$ cat src/rtl/rwr_pkg.sv
// Shared types and constants for the reorder window reassembly block.
package rwr_pkg;

  localparam int WINDOW_DEF   = 32;
  localparam int SLOTS        = 64;
  localparam int SLOT_W       = 6;
  localparam int KEY_W        = 48;
  localparam int SIZE_W       = 21;
  localparam int ID_W         = 16;
  localparam int GEN_W        = 32;
  localparam int DATA_W       = 16;
  localparam int QDEPTH       = 2;
  localparam logic [SIZE_W-1:0] MAX_SIZE_RST = 21'd65536;

  typedef enum logic [1:0] {
    ST_OK       = 2'd0,
    ST_OUTSIDE  = 2'd1,
    ST_FULL     = 2'd2,
    ST_TOO_BIG  = 2'd3
  } status_t;

  typedef enum logic [1:0] {
    POS_WHOLE  = 2'd0,
    POS_FIRST  = 2'd1,
    POS_MIDDLE = 2'd2,
    POS_FINAL  = 2'd3
  } pos_t;

  typedef enum logic {
    ADDR_MAX_SIZE = 1'b0,
    ADDR_START_ID = 1'b1
  } reg_addr_t;

  // Classified item handed from front to back.
  typedef enum logic [1:0] {
    CMD_RELEASE = 2'd0,
    CMD_ERROR   = 2'd1,
    CMD_PARK    = 2'd2
  } cmd_kind_t;

  typedef struct packed {
    cmd_kind_t          kind;
    status_t            err;
    logic [SLOT_W-1:0]  slot;
    logic               frag;
    logic               comp;
    logic [DATA_W-1:0]  handle;
    logic [DATA_W-1:0]  length;
  } cmd_t;

  typedef enum logic [1:0] {
    BK_IDLE  = 2'd0,
    BK_DRAIN = 2'd1,
    BK_READ  = 2'd2
  } bk_state_t;

endpackage

$ cat src/rtl/rwr_front.sv
// Front part: forms keys, checks window and queue occupancy, classifies items.
module rwr_front #(
  parameter int WINDOW = rwr_pkg::WINDOW_DEF
) (
  input  logic                        in_valid,
  output logic                        in_ready,
  input  logic [rwr_pkg::ID_W-1:0]    in_packet_id,
  input  logic [rwr_pkg::GEN_W-1:0]   in_generation,
  input  logic                        in_fragmented,
  input  logic                        in_compressed,
  input  logic [rwr_pkg::DATA_W-1:0]  in_payload_handle,
  input  logic [rwr_pkg::DATA_W-1:0]  in_payload_length,
  // view of back state; valid only when back is idle and queue empty
  input  logic                        quiet,
  input  logic [rwr_pkg::KEY_W-1:0]   expected_key,
  input  logic [rwr_pkg::SLOTS-1:0]   slot_valid,
  input  logic [rwr_pkg::SLOT_W:0]    queued_count,
  output logic                        cmd_push,
  output rwr_pkg::cmd_t               cmd
);
  logic [rwr_pkg::KEY_W-1:0] key;
  logic [rwr_pkg::KEY_W-1:0] ahead;
  logic [rwr_pkg::SLOT_W-1:0] slot;

  // the back updates expected_key and slots per item, so classify only when quiet
  assign in_ready = quiet;
  assign key  = {in_generation, in_packet_id};
  assign ahead = key - expected_key;
  assign slot = key[rwr_pkg::SLOT_W-1:0];

  always_comb begin
    cmd_push   = 1'b0;
    cmd.kind   = rwr_pkg::CMD_RELEASE;
    cmd.err    = rwr_pkg::ST_OK;
    cmd.slot   = slot;
    cmd.frag   = in_fragmented;
    cmd.comp   = in_compressed;
    cmd.handle = in_payload_handle;
    cmd.length = in_payload_length;
    if (in_valid && in_ready && key >= expected_key) begin
      if (key == expected_key) begin
        cmd_push = 1'b1;
      end else if (ahead > rwr_pkg::KEY_W'(WINDOW)) begin
        cmd_push = 1'b1;
        cmd.kind = rwr_pkg::CMD_ERROR;
        cmd.err  = rwr_pkg::ST_OUTSIDE;
      end else if (!slot_valid[slot]) begin
        cmd_push = 1'b1;
        if (queued_count >= (rwr_pkg::SLOT_W+1)'(WINDOW)) begin
          cmd.kind = rwr_pkg::CMD_ERROR;
          cmd.err  = rwr_pkg::ST_FULL;
        end else begin
          cmd.kind = rwr_pkg::CMD_PARK;
        end
      end
    end
  end
endmodule

$ cat src/rtl/rwr_queue.sv
// Short command queue between front and back.
module rwr_queue (
  input  logic          clk,
  input  logic          rst_n,
  input  logic          push,
  input  rwr_pkg::cmd_t push_data,
  input  logic          pop,
  output logic          not_empty,
  output logic          is_empty,
  output rwr_pkg::cmd_t head
);
  rwr_pkg::cmd_t mem_r [rwr_pkg::QDEPTH];
  logic wp_r, rp_r;
  logic [1:0] cnt_r;

  assign not_empty = cnt_r != 2'd0;
  assign is_empty  = cnt_r == 2'd0;
  assign head      = mem_r[rp_r];

  always_ff @(posedge clk) begin
    if (push) mem_r[wp_r] <= push_data;
  end

  always_ff @(posedge clk) begin
    if (!rst_n) begin
      wp_r  <= 1'b0;
      rp_r  <= 1'b0;
      cnt_r <= 2'd0;
    end else begin
      if (push) wp_r <= ~wp_r;
      if (pop)  rp_r <= ~rp_r;
      cnt_r <= cnt_r + 2'(push) - 2'(pop);
    end
  end
endmodule

$ cat src/rtl/rwr_back.sv
// Back part: slot ring, release, drain and fragment length check.
module rwr_back (
  input  logic                        clk,
  input  logic                        rst_n,
  input  logic                        q_valid,
  input  rwr_pkg::cmd_t               q_head,
  output logic                        q_pop,
  input  logic [rwr_pkg::SIZE_W-1:0]  max_size,
  input  logic                        restart,
  input  logic [rwr_pkg::ID_W-1:0]    start_id,
  output logic                        idle,
  output logic [rwr_pkg::KEY_W-1:0]   expected_key,
  output logic [rwr_pkg::SLOTS-1:0]   slot_valid,
  output logic [rwr_pkg::SLOT_W:0]    queued_count,
  output logic                        out_valid,
  input  logic                        out_ready,
  output logic [rwr_pkg::DATA_W-1:0]  out_handle,
  output logic [rwr_pkg::DATA_W-1:0]  out_length,
  output logic [1:0]                  out_position,
  output logic                        out_needs_decompress,
  output logic [1:0]                  out_status,
  output logic                        out_last
);
  localparam int W = rwr_pkg::DATA_W;

  logic [1+1+2*W-1:0] mem_r [rwr_pkg::SLOTS];
  logic [1+1+2*W-1:0] rd_r;

  rwr_pkg::bk_state_t state_r, state_nxt;
  logic [rwr_pkg::KEY_W-1:0]  key_r, key_nxt;
  logic [rwr_pkg::SLOTS-1:0]  sv_r, sv_nxt;
  logic [rwr_pkg::SLOT_W:0]   qc_r, qc_nxt;
  logic                       asm_r, asm_nxt, acomp_r, acomp_nxt;
  logic [rwr_pkg::SIZE_W-1:0] alen_r, alen_nxt;

  logic ov_r, ov_nxt;
  logic [W-1:0] oh_r, oh_nxt, ol_r, ol_nxt;
  logic [1:0] op_r, op_nxt, os_r, os_nxt;
  logic ond_r, ond_nxt, olast_r, olast_nxt;

  logic wr_en;
  logic [rwr_pkg::SLOT_W-1:0] rd_addr;
  logic out_free;

  // release inputs
  logic rel_go, rel_frag, rel_comp;
  logic [W-1:0] rel_h, rel_l;
  logic [rwr_pkg::SIZE_W-1:0] room;
  logic [rwr_pkg::KEY_W-1:0] key_inc;
  logic [rwr_pkg::SLOT_W-1:0] nslot;

  assign out_free     = !ov_r || out_ready;
  assign idle         = state_r == rwr_pkg::BK_IDLE;
  assign expected_key = key_r;
  assign slot_valid   = sv_r;
  assign queued_count = qc_r;
  assign key_inc      = key_r + rwr_pkg::KEY_W'(1);
  assign nslot        = key_inc[rwr_pkg::SLOT_W-1:0];
  assign room = (max_size >= alen_r) ? max_size - alen_r : '0;

  assign out_valid            = ov_r;
  assign out_handle           = oh_r;
  assign out_length           = ol_r;
  assign out_position         = op_r;
  assign out_needs_decompress = ond_r;
  assign out_status           = os_r;
  assign out_last             = olast_r;

  always_ff @(posedge clk) begin
    if (wr_en) mem_r[q_head.slot] <= {q_head.frag, q_head.comp, q_head.handle, q_head.length};
    rd_r <= mem_r[rd_addr];
  end

  always_comb begin
    state_nxt = state_r;
    key_nxt = key_r; sv_nxt = sv_r; qc_nxt = qc_r;
    asm_nxt = asm_r; acomp_nxt = acomp_r; alen_nxt = alen_r;
    ov_nxt = ov_r && !out_ready;
    oh_nxt = oh_r; ol_nxt = ol_r; op_nxt = op_r; os_nxt = os_r;
    ond_nxt = ond_r; olast_nxt = olast_r;
    // read the slot of the current key; it stays in rd_r while the drain stalls
    q_pop = 1'b0; wr_en = 1'b0; rd_addr = key_r[rwr_pkg::SLOT_W-1:0];
    rel_go = 1'b0; rel_frag = q_head.frag; rel_comp = q_head.comp;
    rel_h = q_head.handle; rel_l = q_head.length;

    case (state_r)
      rwr_pkg::BK_IDLE: begin
        if (q_valid && out_free) begin
          q_pop = 1'b1;
          case (q_head.kind)
            rwr_pkg::CMD_PARK: begin
              wr_en = 1'b1;
              sv_nxt[q_head.slot] = 1'b1;
              qc_nxt = qc_r + (rwr_pkg::SLOT_W+1)'(1);
            end
            rwr_pkg::CMD_ERROR: begin
              ov_nxt = 1'b1; oh_nxt = q_head.handle; ol_nxt = q_head.length;
              op_nxt = rwr_pkg::POS_WHOLE; ond_nxt = 1'b0;
              os_nxt = q_head.err; olast_nxt = 1'b1;
            end
            default: rel_go = 1'b1;
          endcase
        end
      end
      rwr_pkg::BK_READ: begin
        // slot data lands in rd_r at the end of this cycle
        state_nxt = rwr_pkg::BK_DRAIN;
      end
      rwr_pkg::BK_DRAIN: begin
        if (out_free) begin
          rel_go = 1'b1;
          rel_frag = rd_r[2*W+1]; rel_comp = rd_r[2*W];
          rel_h = rd_r[2*W-1:W]; rel_l = rd_r[W-1:0];
        end
      end
      default: state_nxt = rwr_pkg::BK_IDLE;
    endcase

    if (rel_go) begin
      ov_nxt = 1'b1; oh_nxt = rel_h; ol_nxt = rel_l; os_nxt = rwr_pkg::ST_OK;
      if (rwr_pkg::SIZE_W'(rel_l) > room) begin
        op_nxt = rwr_pkg::POS_WHOLE; ond_nxt = 1'b0; os_nxt = rwr_pkg::ST_TOO_BIG;
        asm_nxt = 1'b0; acomp_nxt = 1'b0; alen_nxt = '0;
        olast_nxt = 1'b1; state_nxt = rwr_pkg::BK_IDLE;
      end else begin
        if (!asm_r) begin
          ond_nxt = rel_comp;
          if (!rel_frag) begin
            op_nxt = rwr_pkg::POS_WHOLE;
          end else begin
            op_nxt = rwr_pkg::POS_FIRST;
            asm_nxt = 1'b1; acomp_nxt = rel_comp; alen_nxt = rwr_pkg::SIZE_W'(rel_l);
          end
        end else begin
          ond_nxt = acomp_r;
          if (!rel_frag) begin
            op_nxt = rwr_pkg::POS_MIDDLE;
            alen_nxt = alen_r + rwr_pkg::SIZE_W'(rel_l);
          end else begin
            op_nxt = rwr_pkg::POS_FINAL;
            asm_nxt = 1'b0; acomp_nxt = 1'b0; alen_nxt = '0;
          end
        end
        key_nxt = key_inc;
        // continue draining if the successor is parked
        if (sv_r[nslot]) begin
          sv_nxt[nslot] = 1'b0;
          qc_nxt = qc_r - (rwr_pkg::SLOT_W+1)'(1);
          olast_nxt = 1'b0;
          state_nxt = rwr_pkg::BK_READ;
        end else begin
          olast_nxt = 1'b1;
          state_nxt = rwr_pkg::BK_IDLE;
        end
      end
    end

    if (restart) begin
      key_nxt = {{(rwr_pkg::KEY_W-rwr_pkg::ID_W){1'b0}}, start_id};
      sv_nxt = '0; qc_nxt = '0; asm_nxt = 1'b0; acomp_nxt = 1'b0; alen_nxt = '0;
    end
  end

  always_ff @(posedge clk) begin
    if (!rst_n) begin
      state_r <= rwr_pkg::BK_IDLE;
      key_r <= '0; sv_r <= '0; qc_r <= '0;
      asm_r <= 1'b0; acomp_r <= 1'b0; alen_r <= '0; ov_r <= 1'b0;
    end else begin
      state_r <= state_nxt;
      key_r <= key_nxt; sv_r <= sv_nxt; qc_r <= qc_nxt;
      asm_r <= asm_nxt; acomp_r <= acomp_nxt; alen_r <= alen_nxt; ov_r <= ov_nxt;
    end
  end

  always_ff @(posedge clk) begin
    oh_r <= oh_nxt; ol_r <= ol_nxt; op_r <= op_nxt; os_r <= os_nxt;
    ond_r <= ond_nxt; olast_r <= olast_nxt;
  end
endmodule

$ cat src/rtl/reorder_window_reassembly.sv
// Top level: reorder window with fragment reassembly tagging.
//
//  channel | handshake        | payload
//  in_     | in_valid/ready   | packet_id, generation, flags, handle, length
//  out_    | out_valid/ready  | handle, length, position, decompress, status, last
//  cfg_    | APB psel/penable | max_command_size (0x0), start_packet_id (0x4)
//
// An in-order or parked item passes through front classification, the command queue and the back update.
// Draining handles each parked successor with a slot memory read followed by its release.
// Reset is synchronous on rst_n; all slots come up empty.
// in_ready is low while the back drains or the command queue is nonempty.
module reorder_window_reassembly #(
  parameter int WINDOW = rwr_pkg::WINDOW_DEF
) (
  input  logic                        clk,
  input  logic                        rst_n,
  input  logic                        in_valid,
  output logic                        in_ready,
  input  logic [rwr_pkg::ID_W-1:0]    in_packet_id,
  input  logic [rwr_pkg::GEN_W-1:0]   in_generation,
  input  logic                        in_fragmented,
  input  logic                        in_compressed,
  input  logic [rwr_pkg::DATA_W-1:0]  in_payload_handle,
  input  logic [rwr_pkg::DATA_W-1:0]  in_payload_length,
  output logic                        out_valid,
  input  logic                        out_ready,
  output logic [rwr_pkg::DATA_W-1:0]  out_out_handle,
  output logic [rwr_pkg::DATA_W-1:0]  out_out_length,
  output logic [1:0]                  out_position,
  output logic                        out_needs_decompress,
  output logic [1:0]                  out_status,
  output logic                        out_last,
  input  logic                        psel,
  input  logic                        penable,
  input  logic                        pwrite,
  input  logic [2:0]                  paddr,
  input  logic [31:0]                 pwdata,
  output logic [31:0]                 prdata,
  output logic                        pready
);
  logic [rwr_pkg::SIZE_W-1:0] max_size_r;
  logic [rwr_pkg::ID_W-1:0]   start_id_r;
  logic cfg_wr, restart;
  logic quiet, bk_idle, q_ne, q_empty, q_pop, cmd_push;
  logic [rwr_pkg::KEY_W-1:0] exp_key;
  logic [rwr_pkg::SLOTS-1:0] sv;
  logic [rwr_pkg::SLOT_W:0]  qc;
  rwr_pkg::cmd_t cmd, head;

  assign pready  = 1'b1;
  assign cfg_wr  = psel && penable && pwrite;
  assign restart = cfg_wr && paddr[2] == rwr_pkg::ADDR_START_ID;
  assign prdata  = (paddr[2] == rwr_pkg::ADDR_START_ID) ? {16'd0, start_id_r}
                                                        : {11'd0, max_size_r};
  assign quiet   = bk_idle && q_empty;

  always_ff @(posedge clk) begin
    if (!rst_n) begin
      max_size_r <= rwr_pkg::MAX_SIZE_RST;
      start_id_r <= '0;
    end else if (cfg_wr) begin
      if (paddr[2] == rwr_pkg::ADDR_START_ID) start_id_r <= pwdata[rwr_pkg::ID_W-1:0];
      else max_size_r <= pwdata[rwr_pkg::SIZE_W-1:0];
    end
  end

  rwr_front #(.WINDOW(WINDOW)) u_front (
    .in_valid, .in_ready, .in_packet_id, .in_generation,
    .in_fragmented, .in_compressed, .in_payload_handle, .in_payload_length,
    .quiet, .expected_key(exp_key), .slot_valid(sv), .queued_count(qc),
    .cmd_push, .cmd
  );

  rwr_queue u_queue (
    .clk, .rst_n, .push(cmd_push), .push_data(cmd), .pop(q_pop),
    .not_empty(q_ne), .is_empty(q_empty), .head
  );

  rwr_back u_back (
    .clk, .rst_n, .q_valid(q_ne), .q_head(head), .q_pop,
    .max_size(max_size_r), .restart, .start_id(pwdata[rwr_pkg::ID_W-1:0]),
    .idle(bk_idle), .expected_key(exp_key), .slot_valid(sv), .queued_count(qc),
    .out_valid, .out_ready, .out_handle(out_out_handle), .out_length(out_out_length),
    .out_position, .out_needs_decompress, .out_status, .out_last
  );

  a_out_hold: assert property (@(posedge clk) disable iff (!rst_n)
    out_valid && !out_ready |=> out_valid && $stable(out_out_handle))
    else $error("result dropped while stalled");
  a_no_accept_busy: assert property (@(posedge clk) disable iff (!rst_n)
    !bk_idle |-> !in_ready)
    else $error("input taken while draining");
  a_count: assert property (@(posedge clk) disable iff (!rst_n)
    qc == 7'($countones(sv)))
    else $error("queued count out of step with slot bits");
  a_err_pos: assert property (@(posedge clk) disable iff (!rst_n)
    out_valid && out_status != rwr_pkg::ST_OK |-> out_position == rwr_pkg::POS_WHOLE
      && out_last)
    else $error("error result malformed");
endmodule
$ cat config.mk
export PLATFORM = sky130hd
export DESIGN_NAME = reorder_window_reassembly
export DESIGN_NICKNAME = d
export VERILOG_FILES = /design/src/rtl/rwr_pkg.sv /design/src/rtl/rwr_front.sv /design/src/rtl/rwr_queue.sv /design/src/rtl/rwr_back.sv /design/src/rtl/reorder_window_reassembly.sv
export SDC_FILE = /design/constraint.sdc
export NUM_CORES = 2
export LEC_CHECK = 0
export ABC_AREA = 1
export BUFFER_PORTS_ARGS = -buffer_cell sky130_fd_sc_hd__clkbuf_2
export CAP_MARGIN = 10
export CELL_PAD_IN_SITES_DETAIL_PLACEMENT = 2
export CELL_PAD_IN_SITES_GLOBAL_PLACEMENT = 2
export CORE_ASPECT_RATIO = 0.75
export CORE_MARGIN = 2
export CORE_UTILIZATION = 43
export DETAILED_ROUTE_END_ITERATION = 6
export HOLD_SLACK_MARGIN = 0.15
export MAX_ROUTING_LAYER = met4
export PLACE_DENSITY = 0.9
export SKIP_CTS_REPAIR_TIMING = 1
export SLEW_MARGIN = 30
export SYNTH_ARGS = -nofsm -noshare
export SYNTH_HDL_FRONTEND = slang
export SYNTH_SLANG_ARGS = --single-unit
$ cat constraint.sdc
create_clock -name clk -period 6.5 [get_ports clk]
set_clock_uncertainty 0.2 [all_clocks]
set_input_delay 1.3 -clock clk [delete_from_list [all_inputs] [get_ports clk]]
set_output_delay 1.3 -clock clk [all_outputs]
set_load 0.1 [all_outputs]
==> results_dict.tcl <==
set metrics [dict create \
    status "finished with violations" \
    violations "negative setup slack" \
    cts-root-buf "clkbuf_16" \
    viasPerCell 6.94 \
    finalSetupViolations 122 \
    synth_top_family_by_area "compound AO/OA/AOI/OAI gates" \
    slew_violations 0 \
    grt_pass1_vias 95300 \
    postSynth.asyncResetShare_pct 0 \
    routed_wl_mm 539 \
    maxCapViolCount 0 \
    synth_cells 9541 \
    hold_class "register to register" \
    vdd_drop_max_mv 0.349 \
    max_freq_mhz 144 \
    io_pins 197 \
    ant_nets 0 \
    syn_to_final_growth_pct 12.4 \
    fin_util_pct 48.7 \
    clk_latency_ps 970 \
    drtIter0Drc 14100 \
    p_leak_uw 0.0412 \
    synthTopCellsByArea "edfxtp_1 (64%), o21ai_0 (5.9%), nor2_1 (5.4%)" \
    critical_path_buf_inv_count 5 \
    crit_fanout 46 \
    cp.required_ps 7090 \
    synth_seq_cells 2523 \
    wl_per_cell_um 41.0 \
    synth_edf_count 2302 \
    yosys.area_share.simple_pct 12.4 \
    antenna_found_initial 39 \
    grt_start_max_net_pins 195 \
    synth_compound_area_share_pct 13.0 \
    netlist_area_um2 107000 \
    worstSetupPathType "register to register" \
    coreArea_um2 248000 \
    drive_above_1_share_pct 9.33 \
    cp.arrival_ps 7530 \
    fillers 24400 \
    finalSetupTns_ps -21250 \
    finalHoldViolations 0 \
    die_area_um2 254000 \
    cts_buffer_depth 4 \
    synth_warnings 0 \
    grt_pass1_wl_mm 729 \
    gr-usage-all-layers_pct 41.3 \
    worst_setup_path_end_kind "register" \
    synth_xor_area_share_pct 0.618 \
    synth_top_area_cell "edfxtp_1" \
    startpoint_type "register" \
    clk_pin_slew_ps 70 \
    synth-adder-area-share_pct 1.31 \
    port-buffer-count 171 \
    dp_hpwl_mm 306 \
    chipHeight_um 437 \
    synth.distinct_cells 63 \
    synthMuxAreaShare_pct 0.0186 \
    synth_top_area_share_pct 64.3 \
    placed_area_um2 113000 \
    cp_top_family "simple AND/OR/NAND/NOR gates" \
    critPathMaxStageDelay_ps 870 \
    synth_flop_cell "edfxtp_1" \
    rows 158 \
    postLayoutCellArea_um2 121000 \
    p_per_area_nw_per_um2 403 \
    p_total_uw 48700 \
    worst_slew_pin_slew_ps 1120 \
    finalCritPeriodShare_pct 107 \
    overflow 0 \
    holdWs_ps 308 \
    worst_slack_ps -441 \
    numClockSinks 2523 \
    cts_tree "done" \
    numCtsBuffers 244 \
    fin_nets 9840 \
    start_util_pct 43.3 \
    seq_area_frac_synth_pct 68.5 \
    path_cells "inv_1, ha_1, nand2_1, nor3_1, nand3_1, nand4_1, buf_4, nand3_1, ha_1, nand2_1, inv_1, nand3_1, nor4_1, nor2_1, nand3_4, nand2_4, nor2_8, buf_12, nand2_1, o211ai_1, inv_1" \
    syn_avg_cell_area_um2 11.3 \
    htree_levels 4 \
    worst_path_max_delay_cell "nor4_1" \
    num_vias 91200 \
    relSlewSlack_pct 24.7 \
    fin_crit_ps 6940 \
    firstDrtPassIters 6 \
    die_w_um 581 \
    drc_errors 0 \
    place_congestion 0.928 \
]
[tightest hold or removal path: cells and delay by family (launching register included)]
| kind | cells | cell delay [ps] |
|---|---|---|
| flip-flops | 1 | 300 |
| buffers and inverters | 1 | 80 |
| AO/OA/AOI/OAI | 1 | 80 |
[final cells by class]
class	count	area (um2)	share of cell area [%]
diodes	46	115	0.0953
clock buffers	330	6610	5.47
clock inverters	121	961	0.796
inverters	567	2160	1.79
multi-input cells	5884	30100	25.0
flip-flops and latches	2523	73600	60.9
well taps	3280	4100	3.40
repair buffers	385	3080	2.55
[through the flow]
| stage | cells | worst slack (ps) |
|---|---|---|
| after floorplan | 9551 | 36.3 |
| after global placement | 12600 | 753 |
| after detailed placement | 12600 | 232 |
| after CTS | 13100 | 127 |
| after global routing | 13100 | -237 |
| final | 13100 | -441 |
[path summary, 6_finish.rpt]
| check | slack (ps) | start | endpoint | cells past startpoint |
|---|---|---|---|---|
| worst max-delay path | -440 | u_back.alen_r[16] | u_back.slot_valid[0] | 21 |
| worst min register to register | 310 | start_id_r[8] | start_id_r[8] | 2 |
| worst min-delay path | 310 | start_id_r[8] | start_id_r[8] | 2 |
| worst max register to register | -440 | u_back.alen_r[16] | u_back.slot_valid[0] | 21 |
[logic make-up after synthesis]
logic type	count (synthesis)
xor+xnor	75
buf+inv	1144
compound gates	2385
flops	2523
simple gates	3299
other cells	2
fa+ha+maj	111
mux	2
[cells in the mapped netlist, types with 4 or more instances]
cell / instances
a221oi_1: 4
nand2_2: 4
dfxtp_1: 221
clkbuf_1: 454
ha_1: 109
a21o_1: 10
buf_2: 54
inv_2: 30
o21bai_1: 10
nand2_1: 1221
buf_6: 7
a21oi_1: 228
edfxtp_1: 2302
nor2_1: 1549
o2111ai_1: 6
xnor2_1: 16
a32o_1: 12
buf_4: 24
nand3_1: 317
o21ai_1: 5
o221ai_1: 208
o22ai_1: 370
a221o_1: 21
nor4_1: 15
o211ai_1: 116
a21boi_0: 5
nand4_1: 80
xor2_1: 58
buf_1: 38
nor3_1: 59
nor3_2: 5
inv_1: 531
o21ai_0: 1269
clkinv_1: 5
or2_2: 20
nand3b_1: 11
a31oi_1: 106
[power by group]
group          internal [uW]  switching, uW  total (uW)
Clock                   7680           7240       14900
Combinational           2600          10900       13500
Sequential             19700            552       20300
Total                  30000          18700       48700
[flip-flops by register name, indices dropped and copies added, names as in the netlist, named ones only]
register / flops
u_back.slot_valid: 64
start_id_r: 16
u_back.out_status: 2
u_back.out_valid: 1
u_back.out_last: 1
u_back.out_needs_decompress: 1
u_back.state_r: 2
u_back.alen_r: 21
u_back.out_length: 16
u_back.out_position: 2
u_back.queued_count: 7
u_back.asm_r: 1
u_back.rd_r: 34
u_queue.rp_r: 1
u_back.out_handle: 16
u_queue.cnt_r: 2
u_back.mem_r: 2176
max_size_r: 21
u_back.acomp_r: 1
u_queue.mem_r: 88
u_queue.wp_r: 1
u_back.expected_key: 48
[metal layers]
metal | share of wire [%] | vias to the layer above | global-route usage (%) | routed length, um
met2 | 46 | 7365 | 65.0 | 249000
met4 | 8.5 | 0 | 27.9 | 46000
met3 | 10 | 2505 | 8.03 | 54600
met1 | 35 | 46800 | 48.2 | 189000
li1 | - | 34500 | - | -
met5 | 0 | - | - | 0
[layout by cell type, fill, tap and decap left out, types with 69 or more instances in the layout]
cell type,synthesis,final
ha_1,109,109
nor2_1,1549,1480
nand3_1,317,315
clkbuf_2,0,171
edfxtp_1,2302,2302
dfxtp_1,221,215
o211ai_1,116,116
o22ai_1,370,370
clkbuf_16,0,245
inv_1,531,524
a31oi_1,106,106
clkbuf_1,454,69
o21ai_0,1269,1267
buf_4,24,172
a21oi_1,228,228
o221ai_1,208,208
nand4_1,80,80
nand2_1,1221,1186
Power figures use the tool's default switching activity.
